**src/aprm_pkg.sv**
```systemverilog
// Shared types, constants and codes for the peak and RMS level meter.
// Used by every module of the block but the port checker; depends on nothing else.
`default_nettype none

package aprm_pkg;

	localparam int COUNT_WIDTH      = 24;
	localparam int DB_FRACTION_BITS = 8;

	localparam int SAMPLE_W = 16;
	localparam int SQ_W     = 31;
	localparam int SUM_W    = 54;
	localparam int WIN_W    = 24;
	localparam int LOG_FRAC = 24;
	localparam int EXP_W    = 6;
	localparam int LOG_W    = EXP_W + LOG_FRAC;
	localparam int STEP_W   = 5;
	localparam int DB_W     = 17;
	localparam int MUL_W    = 32;
	localparam int PROD_W   = 2 * MUL_W;
	localparam int D_W      = 32;
	localparam int CMP_W    = 33;

	localparam int DB_SHIFT = LOG_FRAC + 30 - DB_FRACTION_BITS;
	localparam logic [PROD_W-1:0] DB_ROUND = PROD_W'(1) << (DB_SHIFT - 1);
	localparam logic [MUL_W-1:0] C_DB = 32'd3232284966;
	localparam logic [PROD_W-1:0] DB_FLOOR_MAG = PROD_W'(65536);
	localparam logic [DB_W-1:0] DB_FLOOR = 17'h10000;
	localparam logic signed [D_W-1:0] LOG_OFFSET = D_W'(30) <<< LOG_FRAC;
	localparam logic [EXP_W-1:0] EXP_TOP = EXP_W'(SUM_W - 1);
	localparam logic [STEP_W-1:0] STEP_LAST = STEP_W'(LOG_FRAC - 1);
	localparam logic [WIN_W-1:0] WINDOW_RESET = 24'd16000;

	localparam int CFG_IDX_W = 2;
	localparam logic [CFG_IDX_W-1:0] CFG_WINDOW  = 2'd0;
	localparam logic [CFG_IDX_W-1:0] CFG_PEAK_EN = 2'd1;
	localparam logic [CFG_IDX_W-1:0] CFG_RMS_EN  = 2'd2;

	localparam logic ACT_SAMPLE = 1'b0;
	localparam logic ACT_STOP   = 1'b1;

	typedef enum logic [3:0] {
		ST_IDLE,
		ST_SQ,
		ST_ACC,
		ST_NORM,
		ST_MUL,
		ST_SQR,
		ST_DBMUL,
		ST_DBRES,
		ST_EMIT
	} state_t;

	typedef enum logic [1:0] {
		JOB_PEAK,
		JOB_SUM,
		JOB_CNT
	} job_t;

	typedef struct packed {
		logic [WIN_W-1:0] window_samples;
		logic             peak_enable;
		logic             rms_enable;
	} cfg_t;

	typedef struct packed {
		logic [DB_W-1:0] peak_db;
		logic [DB_W-1:0] rms_db;
		logic            peak_valid;
		logic            rms_valid;
		logic            peak_silent;
		logic            rms_silent;
		logic            level_unknown;
	} res_t;

endpackage

`default_nettype wire

```
**src/aprm_mul.sv**
```systemverilog
// Shared 32 by 32 bit unsigned multiplier with a registered product.
// Depends on aprm_pkg for the operand and product widths.
`default_nettype none

module aprm_mul (
	input  wire logic                        clk,
	input  wire logic [aprm_pkg::MUL_W-1:0]  a,
	input  wire logic [aprm_pkg::MUL_W-1:0]  b,
	output logic      [aprm_pkg::PROD_W-1:0] prod_q
);

	always_ff @(posedge clk) begin
		prod_q <= aprm_pkg::PROD_W'(a) * aprm_pkg::PROD_W'(b);
	end

endmodule

`default_nettype wire

```
**src/aprm_seq.sv**
```systemverilog
// Sequencer and datapath: accumulates squares, then runs the logarithms and
// dB scaling on the shared multiplier. Depends on aprm_pkg and aprm_mul.
`default_nettype none

module aprm_seq (
	input  wire logic                          clk,
	input  wire logic                          arst_n,
	input  wire aprm_pkg::cfg_t                cfg,
	input  wire logic                          in_valid,
	input  wire logic                          in_action,
	input  wire logic [aprm_pkg::SAMPLE_W-1:0] in_sample,
	output logic                               ready,
	input  wire logic                          out_free,
	output logic                               res_load,
	output aprm_pkg::res_t                     res,
	output logic [aprm_pkg::MUL_W-1:0]         mul_a,
	output logic [aprm_pkg::MUL_W-1:0]         mul_b,
	input  wire logic [aprm_pkg::PROD_W-1:0]   prod
);

	aprm_pkg::state_t state_q, state_d;
	aprm_pkg::job_t   job_q, job_d;

	logic [aprm_pkg::SQ_W-1:0]        peak_q;
	logic [aprm_pkg::SUM_W-1:0]       sum_q;
	logic [aprm_pkg::COUNT_WIDTH-1:0] cnt_q;

	logic [aprm_pkg::SAMPLE_W-1:0]    abs_q;
	logic [aprm_pkg::SUM_W-1:0]       x_q;
	logic [aprm_pkg::EXP_W-1:0]       e_q;
	logic [aprm_pkg::LOG_FRAC-1:0]    frac_q;
	logic [aprm_pkg::MUL_W-1:0]       m_q;
	logic [aprm_pkg::STEP_W-1:0]      step_q;
	logic signed [aprm_pkg::D_W-1:0]  d_q;
	aprm_pkg::res_t                   res_q;

	logic                             accept;
	logic                             enabled;
	logic [aprm_pkg::SAMPLE_W-1:0]    abs_in;
	logic [aprm_pkg::SQ_W-1:0]        sq;
	logic [aprm_pkg::SQ_W-1:0]        peak_n;
	logic [aprm_pkg::SUM_W-1:0]       sum_n;
	logic [aprm_pkg::COUNT_WIDTH-1:0] cnt_n;
	logic [aprm_pkg::WIN_W-1:0]       win;
	logic                             close;
	logic [aprm_pkg::MUL_W:0]         sqr;
	logic                             sqr_bit;
	logic [aprm_pkg::MUL_W-1:0]       m_n;
	logic [aprm_pkg::LOG_FRAC-1:0]    frac_n;
	logic [aprm_pkg::LOG_W-1:0]       log_val;
	logic signed [aprm_pkg::D_W-1:0]  log_ext;
	logic [aprm_pkg::MUL_W-1:0]       mag;
	logic [aprm_pkg::PROD_W-1:0]      rounded;
	logic [aprm_pkg::DB_W-1:0]        db_val;
	logic                             log_last;
	aprm_pkg::res_t                   res_stop;
	aprm_pkg::res_t                   res_win;

	assign enabled = cfg.peak_enable | cfg.rms_enable;
	assign accept  = in_valid & ready;
	assign abs_in  = in_sample[aprm_pkg::SAMPLE_W-1] ? (aprm_pkg::SAMPLE_W'(0) - in_sample)
		: in_sample;

	assign sq     = prod[aprm_pkg::SQ_W-1:0];
	assign peak_n = (cfg.peak_enable && (sq > peak_q)) ? sq : peak_q;
	assign sum_n  = cfg.rms_enable ? (sum_q + aprm_pkg::SUM_W'(sq)) : sum_q;
	assign cnt_n  = cnt_q + aprm_pkg::COUNT_WIDTH'(1);
	assign win    = (cfg.window_samples == '0) ? aprm_pkg::WIN_W'(1) : cfg.window_samples;
	assign close  = aprm_pkg::CMP_W'(cnt_n) >= aprm_pkg::CMP_W'(win);

	assign sqr      = prod[aprm_pkg::PROD_W-1:aprm_pkg::MUL_W-1];
	assign sqr_bit  = sqr[aprm_pkg::MUL_W];
	assign m_n      = sqr_bit ? sqr[aprm_pkg::MUL_W:1] : sqr[aprm_pkg::MUL_W-1:0];
	assign frac_n   = {frac_q[aprm_pkg::LOG_FRAC-2:0], sqr_bit};
	assign log_val  = {e_q, frac_n};
	assign log_ext  = $signed(aprm_pkg::D_W'(log_val));
	assign log_last = (step_q == aprm_pkg::STEP_LAST);

	assign mag     = aprm_pkg::MUL_W'(-d_q);
	assign rounded = (prod + aprm_pkg::DB_ROUND) >> aprm_pkg::DB_SHIFT;

	always_comb begin
		if (!d_q[aprm_pkg::D_W-1]) begin
			db_val = '0;
		end else if (rounded >= aprm_pkg::DB_FLOOR_MAG) begin
			db_val = aprm_pkg::DB_FLOOR;
		end else begin
			db_val = aprm_pkg::DB_W'(0) - rounded[aprm_pkg::DB_W-1:0];
		end
	end

	always_comb begin
		res_stop               = '0;
		res_stop.level_unknown = 1'b1;
		res_win                = '0;
		res_win.peak_valid     = cfg.peak_enable;
		res_win.rms_valid      = cfg.rms_enable;
		res_win.peak_silent    = cfg.peak_enable && (peak_n == '0);
		res_win.rms_silent     = cfg.rms_enable && (sum_n == '0);
		if (cfg.peak_enable && (peak_n == '0)) begin
			res_win.peak_db = aprm_pkg::DB_FLOOR;
		end
		if (cfg.rms_enable && (sum_n == '0)) begin
			res_win.rms_db = aprm_pkg::DB_FLOOR;
		end
	end

	always_comb begin
		case (state_q)
			aprm_pkg::ST_SQ: begin
				mul_a = aprm_pkg::MUL_W'(abs_q);
				mul_b = aprm_pkg::MUL_W'(abs_q);
			end
			aprm_pkg::ST_MUL: begin
				mul_a = m_q;
				mul_b = m_q;
			end
			aprm_pkg::ST_DBMUL: begin
				mul_a = mag;
				mul_b = aprm_pkg::C_DB;
			end
			default: begin
				mul_a = '0;
				mul_b = '0;
			end
		endcase
	end

	always_ff @(posedge clk or negedge arst_n) begin
		if (!arst_n) begin
			state_q <= aprm_pkg::ST_IDLE;
			job_q   <= aprm_pkg::JOB_PEAK;
		end else begin
			state_q <= state_d;
			job_q   <= job_d;
		end
	end

	always_comb begin
		state_d  = state_q;
		job_d    = job_q;
		ready    = 1'b0;
		res_load = 1'b0;
		case (state_q)
			aprm_pkg::ST_IDLE: begin
				ready = 1'b1;
				if (in_valid && enabled) begin
					state_d = (in_action == aprm_pkg::ACT_STOP) ? aprm_pkg::ST_EMIT
						: aprm_pkg::ST_SQ;
				end
			end
			aprm_pkg::ST_SQ: begin
				state_d = aprm_pkg::ST_ACC;
			end
			aprm_pkg::ST_ACC: begin
				if (!close) begin
					state_d = aprm_pkg::ST_IDLE;
				end else if (cfg.peak_enable && (peak_n != '0)) begin
					state_d = aprm_pkg::ST_NORM;
					job_d   = aprm_pkg::JOB_PEAK;
				end else if (cfg.rms_enable && (sum_n != '0)) begin
					state_d = aprm_pkg::ST_NORM;
					job_d   = aprm_pkg::JOB_SUM;
				end else begin
					state_d = aprm_pkg::ST_EMIT;
				end
			end
			aprm_pkg::ST_NORM: begin
				if (x_q[aprm_pkg::SUM_W-1]) begin
					state_d = aprm_pkg::ST_MUL;
				end
			end
			aprm_pkg::ST_MUL: begin
				state_d = aprm_pkg::ST_SQR;
			end
			aprm_pkg::ST_SQR: begin
				if (!log_last) begin
					state_d = aprm_pkg::ST_MUL;
				end else if (job_q == aprm_pkg::JOB_SUM) begin
					state_d = aprm_pkg::ST_NORM;
					job_d   = aprm_pkg::JOB_CNT;
				end else begin
					state_d = aprm_pkg::ST_DBMUL;
				end
			end
			aprm_pkg::ST_DBMUL: begin
				state_d = aprm_pkg::ST_DBRES;
			end
			aprm_pkg::ST_DBRES: begin
				if ((job_q == aprm_pkg::JOB_PEAK) && cfg.rms_enable && (sum_q != '0)) begin
					state_d = aprm_pkg::ST_NORM;
					job_d   = aprm_pkg::JOB_SUM;
				end else begin
					state_d = aprm_pkg::ST_EMIT;
				end
			end
			aprm_pkg::ST_EMIT: begin
				if (out_free) begin
					res_load = 1'b1;
					state_d  = aprm_pkg::ST_IDLE;
				end
			end
			default: begin
				state_d = aprm_pkg::ST_IDLE;
			end
		endcase
	end

	always_ff @(posedge clk or negedge arst_n) begin
		if (!arst_n) begin
			peak_q <= '0;
			sum_q  <= '0;
			cnt_q  <= '0;
		end else if (res_load) begin
			peak_q <= '0;
			sum_q  <= '0;
			cnt_q  <= '0;
		end else if (state_q == aprm_pkg::ST_ACC) begin
			peak_q <= peak_n;
			sum_q  <= sum_n;
			cnt_q  <= cnt_n;
		end
	end

	always_ff @(posedge clk) begin
		case (state_q)
			aprm_pkg::ST_IDLE: begin
				abs_q <= abs_in;
				if (accept && (in_action == aprm_pkg::ACT_STOP)) begin
					res_q <= res_stop;
				end
			end
			aprm_pkg::ST_ACC: begin
				res_q <= res_win;
				e_q   <= aprm_pkg::EXP_TOP;
				x_q   <= (cfg.peak_enable && (peak_n != '0)) ? aprm_pkg::SUM_W'(peak_n) : sum_n;
			end
			aprm_pkg::ST_NORM: begin
				if (x_q[aprm_pkg::SUM_W-1 -: 8] == '0) begin
					x_q <= x_q << 8;
					e_q <= e_q - aprm_pkg::EXP_W'(8);
				end else if (!x_q[aprm_pkg::SUM_W-1]) begin
					x_q <= x_q << 1;
					e_q <= e_q - aprm_pkg::EXP_W'(1);
				end else begin
					m_q    <= x_q[aprm_pkg::SUM_W-1 -: aprm_pkg::MUL_W];
					frac_q <= '0;
					step_q <= '0;
				end
			end
			aprm_pkg::ST_SQR: begin
				m_q    <= m_n;
				frac_q <= frac_n;
				step_q <= step_q + aprm_pkg::STEP_W'(1);
				if (log_last) begin
					case (job_q)
						aprm_pkg::JOB_PEAK: begin
							d_q <= log_ext - aprm_pkg::LOG_OFFSET;
						end
						aprm_pkg::JOB_SUM: begin
							d_q <= log_ext - aprm_pkg::LOG_OFFSET;
							x_q <= aprm_pkg::SUM_W'(cnt_q);
							e_q <= aprm_pkg::EXP_TOP;
						end
						default: begin
							d_q <= d_q - log_ext;
						end
					endcase
				end
			end
			aprm_pkg::ST_DBRES: begin
				if (job_q == aprm_pkg::JOB_PEAK) begin
					res_q.peak_db <= db_val;
					x_q           <= sum_q;
					e_q           <= aprm_pkg::EXP_TOP;
				end else begin
					res_q.rms_db <= db_val;
				end
			end
			default: begin
			end
		endcase
	end

	assign res = res_q;

endmodule

`default_nettype wire

```
**src/audio_peak_rms_dbfs_meter.sv**
```systemverilog
// Sample word: from acceptance back to ready the sequencer squares, then accumulates.
// Window end: up to three logarithms, each a normalisation and then repeated squaring
// on the shared multiplier, and a dB scaling for each level; then the result is loaded,
// held for as long as the previous result word is still stalled at the output.
// Reset (arst_n low, asynchronous) clears the accumulators, sequencer and output valid.
`default_nettype none

module audio_peak_rms_dbfs_meter (
	input  wire logic                            clk,
	input  wire logic                            arst_n,
	input  wire logic                            cfg_we,
	input  wire logic [aprm_pkg::CFG_IDX_W-1:0]  cfg_index,
	input  wire logic [aprm_pkg::WIN_W-1:0]      cfg_data,
	input  wire logic                            s_tvalid,
	output logic                                 s_tready,
	// sample [15:0]
	input  wire logic [15:0]                     s_tdata,
	// action [0]
	input  wire logic                            s_tuser,
	output logic                                 m_tvalid,
	input  wire logic                            m_tready,
	// peak_db [16:0], rms_db [33:17], zeros [39:34]
	output logic [39:0]                          m_tdata,
	// peak_valid [0], rms_valid [1], peak_silent [2], rms_silent [3],
	// level_unknown [4]
	output logic [4:0]                           m_tuser
);

	aprm_pkg::cfg_t cfg_q;
	aprm_pkg::res_t res;
	aprm_pkg::res_t out_q;
	logic           m_tvalid_q;
	logic           out_free;
	logic           res_load;
	logic [aprm_pkg::MUL_W-1:0]  mul_a;
	logic [aprm_pkg::MUL_W-1:0]  mul_b;
	logic [aprm_pkg::PROD_W-1:0] prod;

	always_ff @(posedge clk or negedge arst_n) begin
		if (!arst_n) begin
			cfg_q.window_samples <= aprm_pkg::WINDOW_RESET;
			cfg_q.peak_enable    <= 1'b1;
			cfg_q.rms_enable     <= 1'b1;
		end else if (cfg_we) begin
			case (cfg_index)
				aprm_pkg::CFG_WINDOW:  cfg_q.window_samples <= cfg_data;
				aprm_pkg::CFG_PEAK_EN: cfg_q.peak_enable    <= cfg_data[0];
				aprm_pkg::CFG_RMS_EN:  cfg_q.rms_enable     <= cfg_data[0];
				default: begin
				end
			endcase
		end
	end

	aprm_mul u_mul (
		.clk    (clk),
		.a      (mul_a),
		.b      (mul_b),
		.prod_q (prod)
	);

	aprm_seq u_seq (
		.clk       (clk),
		.arst_n    (arst_n),
		.cfg       (cfg_q),
		.in_valid  (s_tvalid),
		.in_action (s_tuser),
		.in_sample (s_tdata),
		.ready     (s_tready),
		.out_free  (out_free),
		.res_load  (res_load),
		.res       (res),
		.mul_a     (mul_a),
		.mul_b     (mul_b),
		.prod      (prod)
	);

	assign out_free = !m_tvalid_q || m_tready;

	always_ff @(posedge clk or negedge arst_n) begin
		if (!arst_n) begin
			m_tvalid_q <= 1'b0;
		end else if (res_load) begin
			m_tvalid_q <= 1'b1;
		end else if (m_tready) begin
			m_tvalid_q <= 1'b0;
		end
	end

	always_ff @(posedge clk) begin
		if (res_load) begin
			out_q <= res;
		end
	end

	assign m_tvalid = m_tvalid_q;
	assign m_tdata  = {6'b0, out_q.rms_db, out_q.peak_db};
	assign m_tuser  = {out_q.level_unknown, out_q.rms_silent, out_q.peak_silent,
		out_q.rms_valid, out_q.peak_valid};

endmodule

`default_nettype wire

```
**config.mk**
```make
export PLATFORM = sky130hd
export DESIGN_NAME = audio_peak_rms_dbfs_meter
export DESIGN_NICKNAME = d
export VERILOG_FILES = /design/src/aprm_pkg.sv /design/src/aprm_mul.sv /design/src/aprm_seq.sv /design/src/audio_peak_rms_dbfs_meter.sv
export SDC_FILE = /design/constraint.sdc
export NUM_CORES = 2
export LEC_CHECK = 0
export BUFFER_PORTS_ARGS = -buffer_cell sky130_fd_sc_hd__buf_2
export CAP_MARGIN = 20
export CORE_MARGIN = 3
export CORE_UTILIZATION = 41
export CTS_BUF_LIST = sky130_fd_sc_hd__clkbuf_4 sky130_fd_sc_hd__clkbuf_8 sky130_fd_sc_hd__clkbuf_16
export CTS_CLUSTER_DIAMETER = 200
export DETAILED_ROUTE_END_ITERATION = 16
export PLACE_DENSITY = 0.68
export SYNTH_ARGS = -nofsm -noshare
export SYNTH_HDL_FRONTEND = slang
export SYNTH_SLANG_ARGS = --single-unit
export TNS_END_PERCENT = 50
```
**constraint.sdc**
```tcl
create_clock -name clk -period 9.17 [get_ports clk]
set_input_delay 1.3755 -clock clk [delete_from_list [all_inputs] [get_ports clk]]
set_output_delay 1.3755 -clock clk [all_outputs]
set_load 0.02 [all_outputs]
```
# After elaboration in Yosys (flattened, before gate mapping)
# Index checks and enable logic that the tools add are counted.
[word_totals]
register_bits = 452
inputBits = 48
out_inout_bits = 47
elab_cells = 184
[op_classes]
n_addsub = 11
n_mul = 1
n_lt_le_gt_ge = 3
eq_ne = 25
mux = 68
n_bitwise = 2
reduce_logical = 41
[ops]
columns = ["operator", "count"]
rows = [
  ["$mux W54", 9],
  ["$pmux W54 S4", 1],
  ["$pmux W32 S3", 2],
  ["$mux W32", 4],
  ["$reduce_bool A54 Y1", 2],
  ["$mux W17", 6],
  ["$pmux W34 S3", 1],
  ["$mux W31", 3],
  ["$mux W24", 3],
  ["$add A64 B46 Y64 const B", 1],
  ["$mul A32 B32 Y64", 1],
  ["$pmux W32 S2", 1],
  ["$add A54 B31 Y54", 1],
  ["$logic_not A54 Y1", 1],
  ["$mux W23", 2],
  ["$pmux W23 S2", 1],
  ["$mux W39", 1],
  ["$mux W4", 9],
  ["$pmux W4 S9", 1],
  ["$neg A32 Y32", 1],
  ["$sub A32 B31 Y32", 1],
  ["$gt A31 B31 Y1", 1],
  ["$logic_not A31 Y1", 1],
  ["$reduce_bool A31 Y1", 1],
  ["47 further kinds", 96],
]

# Logic depth before layout (Yosys ltp)
[depth]
ltp_word = 8
ltp_mapped = 39
mapped_depth_nobuf = 38

# Modules after synthesis
# Synthesis repeated with hierarchy kept, for this count alone.
[unflattened]
hier_cells = 6629
area_unflattened_um2 = 60803.3
[by_module_without_submodules]
columns = ["mod", "n_inst", "cells_per_inst", "area_per_inst_um2", "seq_area_each_um2"]
rows = [
  ["aprm_mul", 1, 3901, 35266.3, 1281.2],
  ["aprm_seq", 1, 2622, 23269.8, 9093.7],
  ["audio_peak_rms_dbfs_meter", 1, 106, 2267.2, 1856.8],
]

# Worst setup path after synthesis
# No wires, ideal clock.
[synth_timing]
path_kind = "flip-flop to flip-flop"
from = "reg u_seq.d_q[6] in the netlist's numbering"
to = "reg u_mul.prod_q[56] in the netlist's numbering"
setup_time_ps = 120
t_arrival_ps = 9873
slack_ps = -823
stages_incl_launch_ff = 37
cell_sequence = "edfxtp_1 -> or4_1 -> nor4_1 -> nand2b_1 -> or3b_1 -> nor2b_1 -> nand2_1 -> nor4_1 -> xnor2_1 -> a22o_1 -> clkbuf_1 -> clkbuf_1 -> nand2_1 -> fa_1 -> inv_1 -> fa_1 -> fa_1 -> inv_1 -> fa_1 -> inv_1 -> fa_1 -> fa_1 -> fa_1 -> fa_1 -> ha_1 -> a21o_1 -> a21o_1 -> a21oi_1 -> o21ai_0 -> a21oi_1 -> nand3b_1 -> a211o_1 -> a211oi_1 -> nor3_1 -> o41ai_2 -> o21ai_0 -> xnor2_1"
[synth_between]
elab_chain_cells = 3
[synth_rtl]
columns = ["item", "line", "rtl"]
rows = [
  ["start: declaration", "aprm_seq.sv:34", "logic signed [aprm_pkg::D_W-1:0] d_q;"],
  ["start signal: assignment", "aprm_seq.sv:258", "d_q <= log_ext - aprm_pkg::LOG_OFFSET;"],
  ["start signal: assignment", "aprm_seq.sv:261", "d_q <= log_ext - aprm_pkg::LOG_OFFSET;"],
  ["start signal: assignment", "aprm_seq.sv:266", "d_q <= d_q - log_ext;"],
  ["$neg A32 Y32", "aprm_seq.sv:79", "assign mag = aprm_pkg::MUL_W'(-d_q);"],
  ["$pmux W32 S3", "aprm_seq.sv:109", "case (state_q)"],
  ["$mul A32 B32 Y64", "aprm_mul.sv:13", "prod_q <= aprm_pkg::PROD_W'(a) * aprm_pkg::PROD_W'(b);"],
  ["end signal: assignment", "aprm_mul.sv:13", ""],
  ["end: declaration", "aprm_mul.sv:9", "output logic [aprm_pkg::PROD_W-1:0] prod_q"],
]
# No other way between the ends.
# A chain may end at the register's enable or synchronous reset.

# Worst setup path in the final report
[layout_timing]
from = "reg u_seq.d_q[6] in the netlist's numbering"
to = "reg u_mul.prod_q[59] in the netlist's numbering"
# The elaborated chain is that of the path after synthesis.

==> results_dict.tcl <==
set metrics [dict create \
    ys_seq_area_share_pct 21.1 \
    place_ws_ns -1.03 \
    rsz0062_at_grt "yes" \
    worstPathRequired_ns 9.67 \
    worst_slew_pin_slew_ns 1.06 \
    cts_tree "done" \
    grt-ovfl-total 0 \
    start_kind "flip-flop" \
    cts_max_level 2 \
    max_stage_delay_ns 0.60 \
    setup-violations-final 23 \
    crit_path_frequent_cell "fa_1" \
    violations "setup timing" \
    placed_cell_area_sq_um 64700 \
    ant_nets 0 \
    routed_wl_um 213000 \
    ctsHoldBuffers 0 \
    synth_cells 6381 \
    vias 49351 \
    p_total_mw 11.0 \
    clock.fmax_mhz 103 \
    netlist_area_sq_um 58000 \
    max-slew-margin-rel_pct 28.9 \
    place_congestion 1.07 \
    ys_types 102 \
    max_cap_violations 0 \
    antenna_found_initial 10 \
    regArea_sq_um 12200 \
    rows 137 \
    avgSynthCellArea_sq_um 9.09 \
    drc_errors 0 \
    clockBufferDepth 3 \
    path_max_fanout 4 \
    multiInputGateArea_sq_um 41300 \
    async_flop_share_pct 31.4 \
    endpoint_kind "flip-flop" \
    syn_to_final_growth_pct 16.7 \
    dr.pass1.iters 14 \
    min_period_ns 9.72 \
    place_hpwl_um 173000 \
    final_net_count 8187 \
    cp_data_arrival_time_ns 10.22 \
    start_util_pct 41.4 \
    critPathTopFamily "adder cells" \
    wire_per_inst_um 24.3 \
    clk_latency_ns 0.65 \
    grt_pass1_vias 50317 \
    core_sq_um 140000 \
    fin_area_sq_um 67700 \
    finalCritPeriodShare_pct 106 \
    grt_usage_pct 29.0 \
    die_area_sq_um 146000 \
    skew_ns 0.0520 \
    grt_max_degree 100 \
    cts_buffers 49 \
    drive_gt1_share_pct 15.9 \
    portBuffers 88 \
    ys_seq_elements 452 \
    hold_viol_final 0 \
    cts_sinks 452 \
    path_clk_slew_ns 0.06 \
    ys_warn_count 0 \
    fillCellCount 13220 \
    final_core_util_pct 48.3 \
    slew_viol_final 0 \
    die_width_um 382 \
    status "finished with violations" \
    hold_class "flip-flop to flip-flop" \
    viasPerCell 5.62 \
    grt_pass1_wl_um 320000 \
    power.density_nw_per_um2 162 \
    hold_slack_ns 0.419 \
    root_buffer "clkbuf_16" \
    pin_count 95 \
    crit_type "flip-flop to flip-flop" \
    worst_slack_ns -0.551 \
    ys.flop_type "edfxtp_1" \
    critPathBufInv 5 \
    drt_iter0_drc 5440 \
    synth-edff-count 246 \
    peakVddDrop_v 0.000521 \
    p_leak_nw 32.3 \
    die-height_um 382 \
    cp_slowest_cell "fa_2" \
]
[final timing paths]
kind,from,to,slack (ns),depth (start not counted)
max,u_seq.d_q[6],u_mul.prod_q[59],-0.55,33
min,u_seq.res[26],m_tdata[4],0.42,0
max reg2reg,u_seq.d_q[6],u_mul.prod_q[59],-0.55,33
min reg2reg,u_seq.res[26],m_tdata[4],0.42,0
max in group asynchronous,arst_n,u_seq.sum_q[45],7.03,2
min in group asynchronous,arst_n,cfg_q[25],0.87,1
[layer usage]
layer / GRT usage (%) / up-vias / part of all wire (%)
met3: 7.02 / 567 / 11
met2: 45.6 / 2778 / 45
met5: 0 / - / 0.024
li1: - / 21390 / -
met1: 38.3 / 24608 / 39
met4: 12.3 / 8 / 5.4
[state kept, by name, summed over array words and instances, names as in the netlist, 6 cells and up]
signal and count:
u_seq.cnt_q 24, u_mul.prod_q 64, u_seq.peak_q 31, m_tdata 34
u_seq.e_q 6, u_seq.frac_q 23, u_seq.m_q 32, cfg_q 26
u_seq.abs_q 16, u_seq.x_q 54, u_seq.d_q 32, u_seq.res 39
u_seq.sum_q 54
[repair_timing]
action | in CTS | in global routing
gates resized for setup | 162 | 48
hold endpoints to repair | 0 | 0
cloned | 0 | 0
pin swaps | 83 | 27
setup endpoints to repair | 32 | 30
setup buffers | 33 | 8
[Yosys cell counts (9+ instances only)]
master	count	area [sq um]
a222oi_1	48	480
and2_1	38	238
a211oi_1	18	135
nor2_1	662	2480
or3_1	26	163
nand4_1	45	282
o21ai_1	11	55.1
nor4_1	48	300
o211ai_1	27	203
edfxtp_1	246	7390
nor2b_1	26	163
clkbuf_8	10	138
dfrtp_1	134	3350
mux2i_1	61	611
a21oi_1	198	991
nor3_1	50	250
nand2_1	801	3010
ha_1	391	4890
xor2_1	80	701
a22oi_1	12	90.1
nand2b_1	31	194
o21ai_0	279	1400
or4_1	14	105
and3_1	33	206
a31oi_1	23	144
o31ai_1	41	308
dfxtp_1	64	1280
buf_4	10	75.1
buf_1	25	93.8
nand3_1	131	656
a21o_1	81	608
inv_1	1145	4300
o21a_1	18	135
fa_1	898	18000
clkbuf_1	259	972
o22ai_1	19	119
a22o_1	18	158
xnor2_1	138	1210
o21bai_1	20	150
o2111ai_1	9	78.8
mux2_2	35	394
[per-stage QoR]
stage / cells / TNS, ns
2_1_floorplan: 6386 / -0.424
3_3_place_gp: 8633 / -15.67
3_5_place_dp: 8634 / -16.33
4_1_cts: 8759 / -4.30
5_1_grt: 8768 / -13.21
6_report: 8774 / -6.39
[power by group]
group	switching [mW]	internal, mW	total, mW
registers	0.452	2.68	3.13
logic	3.69	2.04	5.73
clock network	0.905	1.22	2.12
total	5.05	5.94	11.0
[final cells by class]
class	count	share of cell area, %
multi-input cells	4471	61.0
diodes	7	0.0259
flip-flops and latches	452	18.1
clock buffers	72	2.18
clock inverters	20	0.371
inverters	1154	6.41
repair buffers	722	8.49
well taps	1876	3.47
[worst register-to-register path, delay by kind of cell, from the launching register on]
| kind | cells | cell delay [ns] |
|---|---|---|
| buf+inv | 5 | 0.60 |
| compound gates | 10 | 2.01 |
| simple gates | 8 | 2.04 |
| xor+xnor | 1 | 0.10 |
| flops | 1 | 0.40 |
| fa+ha+maj | 9 | 4.42 |
[placed cells by master, fill, tap and decap left out, types with 87 or more instances in the layout]
master    instances
a21oi_1         169
buf_2            87
buf_4           580
dfrtp_1         134
edfxtp_1        246
fa_1            881
ha_1            377
inv_1          1134
nand2_1         775
nand3_1         129
nor2_1          640
o21ai_0         266
xnor2_1         130
[logic make-up after synthesis]
family                   after synthesis  share of synthesized area (%)
AO/OA/AOI/OAI                        906                           10.1
XOR/XNOR                             218                           3.29
adder cells (fa/ha/maj)             1289                           39.4
buffers and inverters               1463                           9.74
flip-flops                           452                           21.1
multiplexers                          96                           1.73
other                                  1                        0.00647
AND/OR/NAND/NOR                     1956                           14.6
Note: power is estimated with default switching activity, not from simulation.
